[src/hdl/i2cm_pkg.sv]
// Shared types and constants for the I2C master bit engine.
// No dependencies; imported by every module of the block.
`default_nettype none

package i2cm_pkg;

  // Raw input item as it arrives on the tick channel
  typedef struct packed {
    logic [2:0] func;
    logic [7:0] wdata;
    logic       sda_in;
  } in_item_t;

  // One result per tick: line levels and status after the tick
  typedef struct packed {
    logic       scl_out;
    logic       sda_release;
    logic       busy_res;
    logic       done_res;
    logic [7:0] rdata;
    logic       ack_ok;
  } out_item_t;

  // Function codes of the input channel
  localparam logic [2:0] FUNC_TICK  = 3'd0;
  localparam logic [2:0] FUNC_START = 3'd1;
  localparam logic [2:0] FUNC_STOP  = 3'd2;
  localparam logic [2:0] FUNC_WRITE = 3'd3;
  localparam logic [2:0] FUNC_READ  = 3'd4;

  // Classified command carried through the queue
  typedef enum logic [2:0] {
    CMD_TICK  = 3'd0,
    CMD_START = 3'd1,
    CMD_STOP  = 3'd2,
    CMD_WRITE = 3'd3,
    CMD_READ  = 3'd4
  } cmd_t;

  typedef struct packed {
    cmd_t       cmd;
    logic [7:0] wdata;
    logic       sda_in;
  } q_item_t;

  // Configuration register indexes
  localparam logic CFG_HALF_PERIOD = 1'b0;
  localparam logic CFG_ACK_TIMEOUT = 1'b1;

  localparam logic [15:0] HALF_PERIOD_RST = 16'd5;
  localparam logic [15:0] ACK_TIMEOUT_RST = 16'd0;
  localparam int unsigned BYTE_BITS = 8;

endpackage

`default_nettype wire

[src/hdl/i2cm_front.sv]
// Front end: accepts ticks, classifies the function code, holds a
// two-entry queue toward the back end. Depends on i2cm_pkg.
`default_nettype none

module i2cm_front (
  input  wire logic               clk,
  input  wire logic               rst_n,
  input  wire logic               in_valid,
  output logic                    in_stall,
  input  wire i2cm_pkg::in_item_t in_data,
  output logic                    q_valid,
  input  wire logic               q_pop,
  output i2cm_pkg::q_item_t       q_item
);
  import i2cm_pkg::*;

  q_item_t    entry_r [2];
  logic       wr_ptr_r, wr_ptr_nxt;
  logic       rd_ptr_r, rd_ptr_nxt;
  logic [1:0] count_r, count_nxt;
  logic       push;
  logic       pop;
  q_item_t    classified;

  // Map function codes; unused codes act as a plain tick
  always_comb begin
    classified.wdata  = in_data.wdata;
    classified.sda_in = in_data.sda_in;
    case (in_data.func)
      FUNC_START: classified.cmd = CMD_START;
      FUNC_STOP:  classified.cmd = CMD_STOP;
      FUNC_WRITE: classified.cmd = CMD_WRITE;
      FUNC_READ:  classified.cmd = CMD_READ;
      default:    classified.cmd = CMD_TICK;
    endcase
  end

  assign in_stall = (count_r == 2'd2);
  assign q_valid  = (count_r != 2'd0);
  assign q_item   = entry_r[rd_ptr_r];
  assign push     = in_valid & ~in_stall;
  assign pop      = q_pop & q_valid;

  // Pointer and occupancy update
  always_comb begin
    wr_ptr_nxt = push ? ~wr_ptr_r : wr_ptr_r;
    rd_ptr_nxt = pop ? ~rd_ptr_r : rd_ptr_r;
    count_nxt  = count_r;
    if (push && !pop) begin
      count_nxt = count_r + 2'd1;
    end else if (!push && pop) begin
      count_nxt = count_r - 2'd1;
    end
  end

  always_ff @(posedge clk) begin
    if (!rst_n) begin
      wr_ptr_r <= 1'b0;
      rd_ptr_r <= 1'b0;
      count_r  <= 2'd0;
    end else begin
      wr_ptr_r <= wr_ptr_nxt;
      rd_ptr_r <= rd_ptr_nxt;
      count_r  <= count_nxt;
    end
  end

  // Queue storage, no reset needed
  always_ff @(posedge clk) begin
    if (push) begin
      entry_r[wr_ptr_r] <= classified;
    end
  end

endmodule

`default_nettype wire

[src/hdl/i2cm_back.sv]
// Back end: bus sequencer that runs one queued tick per cycle unless the
// result is stalled, and registers it. Holds the config registers. Depends on i2cm_pkg.
`default_nettype none

module i2cm_back #(
  parameter int COUNT_WIDTH = 16
) (
  input  wire logic               clk,
  input  wire logic               rst_n,
  input  wire logic               cfg_valid,
  input  wire logic               cfg_index,
  input  wire logic [15:0]        cfg_wdata,
  input  wire logic               q_valid,
  output logic                    q_pop,
  input  wire i2cm_pkg::q_item_t  q_item,
  output logic                    out_valid,
  input  wire logic               out_stall,
  output i2cm_pkg::out_item_t     out_data
);
  import i2cm_pkg::*;

  localparam int LW = (COUNT_WIDTH > 16) ? COUNT_WIDTH : 16;
  localparam logic [COUNT_WIDTH-1:0] CNT_MAX = {COUNT_WIDTH{1'b1}};

  typedef enum logic [3:0] {
    PH_IDLE   = 4'd0,
    PH_ST_A   = 4'd1,
    PH_ST_B   = 4'd2,
    PH_SP_A   = 4'd3,
    PH_SP_B   = 4'd4,
    PH_W_LOW  = 4'd5,
    PH_W_HIGH = 4'd6,
    PH_A_LOW  = 4'd7,
    PH_A_WAIT = 4'd8,
    PH_A_END  = 4'd9,
    PH_R_LOW  = 4'd10,
    PH_R_HIGH = 4'd11,
    PH_N_LOW  = 4'd12,
    PH_N_HIGH = 4'd13
  } phase_t;

  logic [15:0]            half_period_r;
  logic [15:0]            ack_timeout_r;
  phase_t                 phase_r, phase_nxt;
  logic [3:0]             bit_r, bit_nxt;
  logic [7:0]             shift_r, shift_nxt;
  logic [COUNT_WIDTH-1:0] tick_r, tick_nxt, tick_inc;
  logic                   scl_r, scl_nxt;
  logic                   sda_r, sda_nxt;
  logic                   ack_r, ack_nxt;
  logic [7:0]             rdata_r, rdata_nxt;
  logic                   done;
  logic                   out_valid_r;
  out_item_t              out_r;
  logic                   take;
  logic [LW-1:0]          hp_w, to_w, max_w, lim_w, tlim_w;
  logic [COUNT_WIDTH-1:0] limit, to_limit;
  logic [3:0]             bit_inc;
  logic [7:0]             shift_w, shift_r_in;

  // Limits clamped to what the tick counter can hold
  always_comb begin
    hp_w     = LW'((half_period_r == 16'd0) ? 16'd1 : half_period_r);
    to_w     = LW'(ack_timeout_r);
    max_w    = LW'(CNT_MAX);
    lim_w    = (hp_w > max_w) ? max_w : hp_w;
    tlim_w   = (to_w > max_w) ? max_w : to_w;
    limit    = COUNT_WIDTH'(lim_w);
    to_limit = COUNT_WIDTH'(tlim_w);
  end

  assign take       = q_valid & (~out_valid_r | ~out_stall);
  assign q_pop      = take;
  assign tick_inc   = (tick_r == CNT_MAX) ? tick_r : tick_r + 1'b1;
  assign bit_inc    = bit_r + 4'd1;
  assign shift_w    = {shift_r[6:0], 1'b0};
  assign shift_r_in = {shift_r[6:0], q_item.sda_in};

  // Sequencer step for one tick
  always_comb begin
    phase_nxt = phase_r;
    bit_nxt   = bit_r;
    shift_nxt = shift_r;
    tick_nxt  = tick_r;
    scl_nxt   = scl_r;
    sda_nxt   = sda_r;
    ack_nxt   = ack_r;
    rdata_nxt = rdata_r;
    done      = 1'b0;
    if (phase_r == PH_IDLE) begin
      // Command decode while idle
      case (q_item.cmd)
        CMD_START: begin
          phase_nxt = PH_ST_A; scl_nxt = 1'b1; sda_nxt = 1'b1; tick_nxt = '0;
        end
        CMD_STOP: begin
          phase_nxt = PH_SP_A; scl_nxt = 1'b0; sda_nxt = 1'b0; tick_nxt = '0;
        end
        CMD_WRITE: begin
          shift_nxt = q_item.wdata; bit_nxt = 4'd0;
          phase_nxt = PH_W_LOW; scl_nxt = 1'b0; sda_nxt = q_item.wdata[7];
          tick_nxt  = '0;
        end
        CMD_READ: begin
          shift_nxt = 8'd0; bit_nxt = 4'd0;
          phase_nxt = PH_R_LOW; scl_nxt = 1'b0; sda_nxt = 1'b1; tick_nxt = '0;
        end
        default: ;
      endcase
    end else if (phase_r == PH_A_WAIT) begin
      // Acknowledge wait with optional timeout
      if (!q_item.sda_in) begin
        ack_nxt = 1'b1;
        phase_nxt = PH_A_END; scl_nxt = 1'b0; sda_nxt = 1'b1; tick_nxt = '0;
      end else begin
        tick_nxt = tick_inc;
        if (ack_timeout_r != 16'd0 && tick_inc >= to_limit) begin
          ack_nxt = 1'b0;
          phase_nxt = PH_A_END; scl_nxt = 1'b0; sda_nxt = 1'b1; tick_nxt = '0;
        end
      end
    end else begin
      // Timed half-period phases
      tick_nxt = tick_inc;
      if (tick_inc >= limit) begin
        tick_nxt = '0;
        case (phase_r)
          PH_ST_A: begin phase_nxt = PH_ST_B; scl_nxt = 1'b1; sda_nxt = 1'b0; end
          PH_ST_B: begin
            phase_nxt = PH_IDLE; scl_nxt = 1'b0; sda_nxt = 1'b0; done = 1'b1;
          end
          PH_SP_A: begin phase_nxt = PH_SP_B; scl_nxt = 1'b1; sda_nxt = 1'b0; end
          PH_SP_B: begin
            phase_nxt = PH_IDLE; scl_nxt = 1'b1; sda_nxt = 1'b1; done = 1'b1;
          end
          PH_W_LOW: begin phase_nxt = PH_W_HIGH; scl_nxt = 1'b1; end
          PH_W_HIGH: begin
            shift_nxt = shift_w;
            bit_nxt   = bit_inc;
            scl_nxt   = 1'b0;
            if (bit_inc >= 4'(BYTE_BITS)) begin
              phase_nxt = PH_A_LOW; sda_nxt = 1'b1;
            end else begin
              phase_nxt = PH_W_LOW; sda_nxt = shift_w[7];
            end
          end
          PH_A_LOW: begin phase_nxt = PH_A_WAIT; scl_nxt = 1'b1; sda_nxt = 1'b1; end
          PH_A_END: begin
            phase_nxt = PH_IDLE; scl_nxt = 1'b0; sda_nxt = 1'b1; done = 1'b1;
          end
          PH_R_LOW: begin phase_nxt = PH_R_HIGH; scl_nxt = 1'b1; sda_nxt = 1'b1; end
          PH_R_HIGH: begin
            // Sample at the end of SCL high
            shift_nxt = shift_r_in;
            bit_nxt   = bit_inc;
            scl_nxt   = 1'b0;
            sda_nxt   = 1'b1;
            phase_nxt = (bit_inc >= 4'(BYTE_BITS)) ? PH_N_LOW : PH_R_LOW;
          end
          PH_N_LOW: begin phase_nxt = PH_N_HIGH; scl_nxt = 1'b1; sda_nxt = 1'b1; end
          PH_N_HIGH: begin
            rdata_nxt = shift_r;
            phase_nxt = PH_IDLE; scl_nxt = 1'b0; sda_nxt = 1'b1; done = 1'b1;
          end
          default: phase_nxt = PH_IDLE;
        endcase
      end
    end
  end

  // State, config and output register
  always_ff @(posedge clk) begin
    if (!rst_n) begin
      half_period_r <= HALF_PERIOD_RST;
      ack_timeout_r <= ACK_TIMEOUT_RST;
      phase_r       <= PH_IDLE;
      bit_r         <= 4'd0;
      shift_r       <= 8'd0;
      tick_r        <= '0;
      scl_r         <= 1'b1;
      sda_r         <= 1'b1;
      ack_r         <= 1'b0;
      rdata_r       <= 8'd0;
      out_valid_r   <= 1'b0;
    end else begin
      if (cfg_valid) begin
        case (cfg_index)
          CFG_HALF_PERIOD: half_period_r <= cfg_wdata;
          CFG_ACK_TIMEOUT: ack_timeout_r <= cfg_wdata;
          default: ;
        endcase
      end
      if (take) begin
        phase_r <= phase_nxt;
        bit_r   <= bit_nxt;
        shift_r <= shift_nxt;
        tick_r  <= tick_nxt;
        scl_r   <= scl_nxt;
        sda_r   <= sda_nxt;
        ack_r   <= ack_nxt;
        rdata_r <= rdata_nxt;
        out_valid_r <= 1'b1;
      end else if (!out_stall) begin
        out_valid_r <= 1'b0;
      end
    end
  end

  always_ff @(posedge clk) begin
    if (take) begin
      out_r.scl_out     <= scl_nxt;
      out_r.sda_release <= sda_nxt;
      out_r.busy_res    <= (phase_nxt != PH_IDLE);
      out_r.done_res    <= done;
      out_r.rdata       <= rdata_nxt;
      out_r.ack_ok      <= ack_nxt;
    end
  end

  assign out_valid = out_valid_r;
  assign out_data  = out_r;

endmodule

`default_nettype wire

[src/hdl/i2c_master_bit_engine.sv]
// Top level of the I2C master bit engine: front queue plus sequencer.
// Depends on i2cm_pkg, i2cm_front and i2cm_back.
//
//  Channel   Handshake           Payload
//  in_       in_valid/in_stall   in_item_t  {func, wdata, sda_in}
//  out_      out_valid/out_stall out_item_t {scl_out, sda_release, busy_res,
//                                            done_res, rdata, ack_ok}
//  cfg_      cfg_valid/cfg_ready cfg_index (1 bit), cfg_wdata (16 bit)
//
// One tick per clock cycle sustained while the result side does not stall;
// each tick passes through a queue entry, then the result register.
// The two-entry queue lets ticks keep arriving after the result side
// stalls; in_stall rises only when the queue is full.
// Synchronous active-low reset empties the queue and sets the bus idle,
// both lines released; config registers return to half period 5, timeout 0.
`default_nettype none

module i2c_master_bit_engine #(
  parameter int COUNT_WIDTH = 16
) (
  input  wire logic                clk,
  input  wire logic                rst_n,
  input  wire logic                in_valid,
  output logic                     in_stall,
  input  wire i2cm_pkg::in_item_t  in_data,
  output logic                     out_valid,
  input  wire logic                out_stall,
  output i2cm_pkg::out_item_t      out_data,
  input  wire logic                cfg_valid,
  output logic                     cfg_ready,
  input  wire logic                cfg_index,
  input  wire logic [15:0]         cfg_wdata
);
  import i2cm_pkg::*;

  logic    q_valid;
  logic    q_pop;
  q_item_t q_item;

  assign cfg_ready = 1'b1;

  i2cm_front u_front (
    .clk      (clk),
    .rst_n    (rst_n),
    .in_valid (in_valid),
    .in_stall (in_stall),
    .in_data  (in_data),
    .q_valid  (q_valid),
    .q_pop    (q_pop),
    .q_item   (q_item)
  );

  i2cm_back #(
    .COUNT_WIDTH (COUNT_WIDTH)
  ) u_back (
    .clk       (clk),
    .rst_n     (rst_n),
    .cfg_valid (cfg_valid & cfg_ready),
    .cfg_index (cfg_index),
    .cfg_wdata (cfg_wdata),
    .q_valid   (q_valid),
    .q_pop     (q_pop),
    .q_item    (q_item),
    .out_valid (out_valid),
    .out_stall (out_stall),
    .out_data  (out_data)
  );

  // A finishing tick always leaves the engine idle
  a_done_idle: assert property (@(posedge clk) disable iff (!rst_n)
    out_valid && out_data.done_res |-> !out_data.busy_res)
    else $error("done pulse while still busy");

  // The queue only fills behind a held result
  a_full_backlog: assert property (@(posedge clk) disable iff (!rst_n)
    in_stall |-> out_valid)
    else $error("input stalled with no pending result");

  // A stop completion leaves both lines released
  a_stop_release: assert property (@(posedge clk) disable iff (!rst_n)
    out_valid && out_data.done_res && out_data.scl_out |-> out_data.sda_release)
    else $error("stop finished with SDA held low");

  // Nothing leaves reset as a result
  a_reset_empty: assert property (@(posedge clk)
    !rst_n |=> !out_valid && !in_stall)
    else $error("channel busy right after reset");

endmodule

`default_nettype wire

[config.mk]
export PLATFORM = sky130hd
export DESIGN_NAME = i2c_master_bit_engine
export DESIGN_NICKNAME = d
export VERILOG_FILES = /design/src/hdl/i2cm_pkg.sv /design/src/hdl/i2cm_front.sv /design/src/hdl/i2cm_back.sv /design/src/hdl/i2c_master_bit_engine.sv
export SDC_FILE = /design/constraint.sdc
export NUM_CORES = 1
export LEC_CHECK = 0
export BUFFER_PORTS_ARGS = -buffer_cell sky130_fd_sc_hd__buf_2
export CORE_MARGIN = 2
export CORE_UTILIZATION = 42
export DETAILED_ROUTE_END_ITERATION = 12
export SYNTH_ARGS = -nofsm -noshare
export SYNTH_HDL_FRONTEND = slang
export SYNTH_SLANG_ARGS = --single-unit
[constraint.sdc]
create_clock -name clk -period 4.05 [get_ports clk]
set_input_delay 0.81 -clock clk [delete_from_list [all_inputs] [get_ports clk]]
set_output_delay 0.81 -clock clk [all_outputs]
set_load 0.05 [all_outputs]
After elaboration in Yosys (flattened, before gate mapping) --
Memories as Yosys holds them, arrays and structs flattened. A register that Yosys moved wholly into a read port is not among the register bits. Cells that the tools add are included. Widths: inputs -> output; s select.
Storage, ports and cells: register bits after elaboration 93, latch bits 0, memory bits (writable) 24, ROM bits 0, bits of input ports 34, output and inout port bits 16, logic and storage cells 161, memories kept 1
Cells by class: $add $sub $neg 4, multiply operators 0, divide/modulo/power cells 0, order comparisons 5, eq/ne operators 28, shifts and indexed selects 0, mux-type cells 62, bitwise operators 11, reductions and logical operators 30
Memories:
- u_front.entry_r | words 2, bits a word 12, rd ports 1, clocked after Yosys merged registers in 1, wr ports 1, RTL line i2cm_front.sv:17 | q_item_t entry_r [2];
Operator list (count):
- $mux 16 | 10
- $mux 8 | 7
- $mux 4 | 10
- $ge 16x16->1 | 2
- $gt 16x16->1 const B | 2
- $pmux 4 s8 | 1
- $pmux 8 s2 | 2
- $eq 4x4->1 const B | 6
- $mux 1 | 22
- $add 16x1->16 const B | 1
- $eq 16x16->1 const B | 1
- $eq 4x3->1 const B | 4
- $logic_not 16->1 | 1
- $pmux 4 s4 | 1
- $reduce_bool 16->1 | 1
- $reduce_or 7->1 | 2
- $eq 3x2->1 const B | 4
- $pmux 3 s4 | 1
- $reduce_and 5->1 | 2
- $reduce_or 3->1 | 3
- $eq 4x2->1 const B | 2
- $reduce_bool 2->1 | 4
- $reduce_or 4->1 | 2
- $not 1->1 | 7
- 25 further kinds | 42

Logic depth before layout (Yosys ltp) --
depth after elaboration 9, depth in mapped cells 16, mapped depth without buffers 15

Cells and area by module --
A second synthesis with hierarchy kept.
Unflattened totals: cell total of the unflattened synthesis 701, area total of the unflattened synthesis 6213.5 µm²
Modules (own cells, without submodules):
- i2cm_back | instances 1, cells an instance 633, area each 5091.1 µm², sequential area each 1911.8 µm²
- i2cm_front | instances 1, cells an instance 66, area each 1111.1 µm², sequential area each 820.8 µm²
- i2c_master_bit_engine | instances 1, cells an instance 2, area each 11.3 µm², sequential area each 0.0 µm²

Least setup slack after synthesis --
OpenSTA, ideal clock, no wires.
kind reg-to-reg, start point reg u_back.tick_r[0], end point reg u_back.out_r, in the netlist u_back.out_data[10] (data pin), setup time 0.272 ns, data arrival time 3.657 ns, data required time 3.778 ns, setup slack 0.121 ns, stages on the path, launching flop included 16, path buffers 0, clock period less this slack 3.929 ns, path through dfxtp_1 ha_1 nand2_1 or3_1 nor3_2 or3b_2 and2_1 or2_2 ha_1 and2_1 a221oi_1 o21ai_0 a41o_1 a31oi_4 o211ai_2 or4_1
On the way: cells in the longest elaborated chain, start to end 9, elaborated cells between the ends (all ways) 12, classes of those cells 1 x add/sub; 2 x order compare; 1 x eq/ne; 6 x mux; 2 x reduce/logical
RTL lines:
- from (decl) | RTL line i2cm_back.sv:47 | logic [COUNT_WIDTH-1:0] tick_r, tick_nxt, tick_inc;
- from (signal assigned) | RTL line i2cm_back.sv:197 | tick_r <= tick_nxt;
- $add 16x1->16 / $eq 16x16->1 (equally long branches) | RTL line i2cm_back.sv:74 | assign tick_inc = (tick_r == CNT_MAX) ? tick_r : tick_r + 1'b1;
- $mux 16 * | RTL line i2cm_back.sv:74
- $ge 16x16->1 | RTL line i2cm_back.sv:117 | if (ack_timeout_r != 16'd0 && tick_inc >= to_limit) begin
- $logic_and 1x1->1 | RTL line i2cm_back.sv:117
- $mux 4 | RTL line i2cm_back.sv:117
- $mux 4 | RTL line i2cm_back.sv:112 | if (!q_item.sda_in) begin
- $mux 4 * | RTL line i2cm_back.sv:110 | end else if (phase_r == PH_A_WAIT) begin
- $mux 4 * | RTL line i2cm_back.sv:90 | if (phase_r == PH_IDLE) begin
- $reduce_bool 4->1 * | RTL line i2cm_back.sv:213 | out_r.busy_res <= (phase_nxt != PH_IDLE);
- to (decl) | RTL line i2cm_back.sv:54 | out_item_t out_r;
Mark *: on every way between the ends. The rest lies on a longest branch, timed or not. A chain may end at the register's enable or synchronous reset.

Worst setup path after layout --
start point reg u_back.tick_r[1], end point reg u_back.out_r, in the netlist u_back.out_data[10] (data pin)
Same word-level chain as after synthesis.

==> flow_summary.html <==
<table>
<tr><th>Metric</th><th>Value</th></tr>
<tr><th colspan="2">Outcome</th></tr>
<tr><td>Status</td><td>finished clean</td></tr>
<tr><th colspan="2">Global route</th></tr>
<tr><td>Maximum number of pins on one net before global-route repair</td><td>49</td></tr>
<tr><td>Gr ovfl total</td><td>0</td></tr>
<tr><td>Via count of the first global-routing pass</td><td>5183</td></tr>
<tr><td>Initial antenna violation count</td><td>0</td></tr>
<tr><td>Total global-route track usage</td><td>20.3%</td></tr>
<tr><td>Global-route wire length before repair</td><td>26.2 mm</td></tr>
<tr><th colspan="2">STA</th></tr>
<tr><td>Number of pins with negative max-slew slack in the final report</td><td>0</td></tr>
<tr><td>Min setup slack post-route</td><td>0.157 ns</td></tr>
<tr><td>Relative slew slack</td><td>20.5%</td></tr>
<tr><td>Share of the clock period used by the worst path after layout</td><td>96.1%</td></tr>
<tr><td>Final Skew</td><td>0.00567 ns</td></tr>
<tr><td>Setup TNS after final layout</td><td>0 ns</td></tr>
<tr><td>Final worst path period need</td><td>3.89 ns</td></tr>
<tr><td>Final setup fails</td><td>0</td></tr>
<tr><td>Max Clk Rate</td><td>257 MHz</td></tr>
<tr><td>Worst Max-Slew Pin Slew</td><td>1.19 ns</td></tr>
<tr><td>Hold violation total from the final report</td><td>0</td></tr>
<tr><td>Post-route worst hold slack</td><td>0.483 ns</td></tr>
<tr><th colspan="2">Pwr</th></tr>
<tr><td>Static Leakage</td><td>3.06 nW</td></tr>
<tr><td>Max IR drop VDD</td><td>0.450 mV</td></tr>
<tr><td>Tot Pwr</td><td>4.93 mW</td></tr>
<tr><td>Total power divided by cell area</td><td>633 nW/µm²</td></tr>
<tr><th colspan="2">Yosys</th></tr>
<tr><td>Post-synthesis sequential area ratio</td><td>41.9%</td></tr>
<tr><td>Syn_area_per_cell</td><td>9.23 µm²</td></tr>
<tr><td>Post-synthesis instance total</td><td>706</td></tr>
<tr><td>EDFF count, synth</td><td>37</td></tr>
<tr><td>Cell area after technology mapping</td><td>6510 µm²</td></tr>
<tr><td>Number of synthesized register bits</td><td>118</td></tr>
<tr><td>Number of nets produced by synthesis</td><td>775</td></tr>
<tr><td>Async set-reset flop share out of synthesis</td><td>0%</td></tr>
<tr><td>Unique masters post-synth</td><td>76</td></tr>
<tr><td>Synthesis warning total</td><td>0</td></tr>
<tr><td>Predominant post-synthesis flop cell</td><td>dfxtp_1</td></tr>
<tr><th colspan="2">Finish</th></tr>
<tr><td>Final cell count without fillers</td><td>967</td></tr>
<tr><td>Finished Cell Area</td><td>7780 µm²</td></tr>
<tr><td>Antenna diode instance count</td><td>0</td></tr>
<tr><td>Leading cell type in the layout, fill and taps excluded</td><td>nand2_1</td></tr>
<tr><td>Top library cells by usage in the layout, fill and taps aside</td><td>nand2_1, dfxtp_1, buf_2</td></tr>
<tr><td># fillers</td><td>1410</td></tr>
<tr><td>Area growth, synth to finish</td><td>19.4%</td></tr>
<tr><td>Share of layout cells above drive strength 1</td><td>20.5%</td></tr>
<tr><td>Register cell area after layout</td><td>2740 µm²</td></tr>
<tr><td>Nets@finish</td><td>835</td></tr>
<tr><td>Total area of multi-input combinational cells</td><td>3560 µm²</td></tr>
<tr><td>Layout Utilization</td><td>51.2%</td></tr>
<tr><th colspan="2">Place</th></tr>
<tr><td>Pre-CTS setup slack</td><td>-0.00567 ns</td></tr>
<tr><td>Post-detailed-placement half-perimeter wirelength</td><td>11.5 mm</td></tr>
<tr><td>Post-Place Cells</td><td>924</td></tr>
<tr><td>DP Area</td><td>6960 µm²</td></tr>
<tr><td>Final GP Congestion</td><td>0.870</td></tr>
<tr><td>Buffers added on ports</td><td>48</td></tr>
<tr><th colspan="2">Detailed routing</th></tr>
<tr><td>DRC violation count after routing</td><td>0</td></tr>
<tr><td>Via/cell ratio</td><td>5.65</td></tr>
<tr><td>Via count of the routed design</td><td>5463</td></tr>
<tr><td>DR iter-0 viols</td><td>304</td></tr>
<tr><td>Number of routed nets with antenna violations</td><td>0</td></tr>
<tr><td>Avg WL per Cell</td><td>16.7 µm</td></tr>
<tr><td>Total wire length after detailed routing</td><td>16.2 mm</td></tr>
<tr><td>Number of iterations in the first detailed-routing pass</td><td>5</td></tr>
<tr><th colspan="2">Setup path</th></tr>
<tr><td>Worst Path Class, Setup</td><td>flop to flop</td></tr>
<tr><td>Most frequent CP cell</td><td>ha_1</td></tr>
<tr><td>List of cells traversed by the critical path</td><td>ha_1, nand2_1, or3_4, nor3_4, buf_6, buf_4, mux2_2, ha_1, a2111o_1, nand4b_1, a31o_4, or3_1, o211ai_2, or4_1</td></tr>
<tr><td>Crit-path slowest cell</td><td>or4_1</td></tr>
<tr><td>Cell class contributing the biggest share of worst-path delay</td><td>simple AND/OR/NAND/NOR gates</td></tr>
<tr><td>CP max FO</td><td>6</td></tr>
<tr><td>Total buffers and inverters traversed by the critical path</td><td>2</td></tr>
<tr><td>Crit path arrival time</td><td>4.05 ns</td></tr>
<tr><td>Data required time at the worst endpoint</td><td>4.21 ns</td></tr>
<tr><td>CP peak stage delay</td><td>0.52 ns</td></tr>
<tr><td>Kind of capture point of the worst setup path</td><td>flop</td></tr>
<tr><td>Crit path launch type</td><td>flop</td></tr>
<tr><th colspan="2">Clock tree</th></tr>
<tr><td>Buffer levels on the longest clock path</td><td>2</td></tr>
<tr><td>CTS buffer count</td><td>17</td></tr>
<tr><td>Clk sinks</td><td>118</td></tr>
<tr><td>H-Tree Depth</td><td>4</td></tr>
<tr><td>Clock tree from TritonCTS</td><td>done</td></tr>
<tr><td>Cell chosen for the clock root</td><td>clkbuf_16</td></tr>
<tr><td>Clock-pin slew on the worst setup and hold paths</td><td>0.05 ns</td></tr>
<tr><td>Clock latency reported for the late side of the worst-skew pair</td><td>0.42 ns</td></tr>
<tr><th colspan="2">Floorplanning</th></tr>
<tr><td>Vert. Die Dim</td><td>129 µm</td></tr>
<tr><td>Floorplan row count</td><td>45</td></tr>
<tr><td>Area of the core region</td><td>15200 µm²</td></tr>
<tr><td>Effective utilization at floorplan</td><td>42.9%</td></tr>
<tr><td>I/O pin count</td><td>50</td></tr>
<tr><td>Die width</td><td>129 µm</td></tr>
<tr><td>Area of the die</td><td>16500 µm²</td></tr>
<tr><th colspan="2">Job</th></tr>
<tr><td>Max Cap Viol</td><td>0</td></tr>
<tr><th colspan="2">Min path</th></tr>
<tr><td>Hold WC Path Type</td><td>flop to flop</td></tr>
</table>
path summary, 6_finish.rpt:
path	startpoint	to	slack, ns	depth (start not counted)
worst max-delay path	u_back.tick_r[1]	u_back.out_data[10]	0.16	14
worst min-delay path	u_back.shift_r[7]	u_back.shift_r[7]	0.48	2
worst max register to register	u_back.tick_r[1]	u_back.out_data[10]	0.16	14
worst min register to register	u_back.shift_r[7]	u_back.shift_r[7]	0.48	2
sequential cells by signal, summed over array words and instances (netlist names), named ones only:
register and cells:
u_front.entry_r 24, u_front.wr_ptr_r 1, u_back.out_valid 1, u_back.shift_r 8
u_back.phase_r 4, u_back.out_data 13, u_front.count_r 2, u_front.rd_ptr_r 1
u_back.sda_r 1, u_back.scl_r 1, u_back.rdata_r 8, u_back.tick_r 16
u_back.half_period_r 16, u_back.ack_timeout_r 16, u_back.ack_r 1, u_back.bit_r 4
synthesized netlist by cell type, types with 4 or more instances:
| cell | number | area, µm² |
|---|---|---|
| a21boi_0 | 34 | 255 |
| a21o_1 | 4 | 30.0 |
| a21oi_1 | 18 | 90.1 |
| a31oi_1 | 8 | 50.1 |
| a32oi_1 | 14 | 123 |
| and2_1 | 8 | 50.1 |
| and3_1 | 4 | 25.0 |
| buf_2 | 12 | 60.1 |
| clkbuf_1 | 22 | 82.6 |
| dfxtp_1 | 81 | 1620 |
| edfxtp_1 | 37 | 1110 |
| ha_1 | 35 | 438 |
| inv_1 | 41 | 154 |
| mux2_2 | 12 | 135 |
| mux2i_1 | 19 | 190 |
| nand2_1 | 111 | 417 |
| nand2b_1 | 9 | 56.3 |
| nand3_1 | 16 | 80.1 |
| nand4_1 | 6 | 37.5 |
| nor2_1 | 29 | 109 |
| nor2b_1 | 28 | 175 |
| nor3_1 | 10 | 50.1 |
| nor4_1 | 8 | 50.1 |
| nor4_2 | 4 | 50.1 |
| o211ai_1 | 14 | 105 |
| o21a_1 | 5 | 37.5 |
| o21ai_0 | 28 | 140 |
| o21ai_1 | 5 | 25.0 |
| o31a_1 | 5 | 43.8 |
| or3_1 | 5 | 31.3 |
| xnor2_1 | 6 | 52.6 |
| xor2_1 | 8 | 70.1 |
final cells by class:
class / instances / area share (%)
tap: 188 / 3.02
multi-input combinational: 507 / 45.8
inverter: 44 / 2.12
clock inverter: 13 / 2.32
clock buffer: 19 / 5.56
timing repair buffer: 78 / 6.03
sequential: 118 / 35.2
kinds of logic after synthesis:
logic type                 synth area share [%]
buffers and inverters                      5.24
adders and majority gates                  6.72
xor gates and xnor gates                   1.88
other                                    0.0576
muxes                                      5.34
and+or+nand+nor                            20.2
DFF                                        41.9
AOI/OAI and AO/OA                          18.6
layer usage:
metal | track usage, % | routed length (µm) | vias to the layer above
met5 | 0 | 0 | -
met4 | 6.27 | 200 | 0
met3 | 4.45 | 829 | 22
met2 | 30.6 | 7200 | 139
met1 | 29.2 | 7960 | 2641
li1 | - | - | 2661
power breakdown:
| part | internal (mW) | switching (mW) |
|---|---|---|
| clock network | 1.02 | 0.539 |
| registers | 1.44 | 0.189 |
| logic | 0.601 | 1.13 |
timing repair:
action | in CTS | in global routing
hold buffers | 0 | 0
setup buffers | 1 | 9
pin swaps | 1 | 12
resized for setup | 3 | 24
hold endpoints to repair | 0 | 0
cloned | 0 | 1
endpoints found under the setup margin | 2 | 40
tightest hold or removal path, stage by stage (launching register included):
cell	delay, ns
dfxtp_1	0.32
nand2_1	0.05
o21ai_0	0.06
No activity file was read; power rests on OpenSTA's default activity.
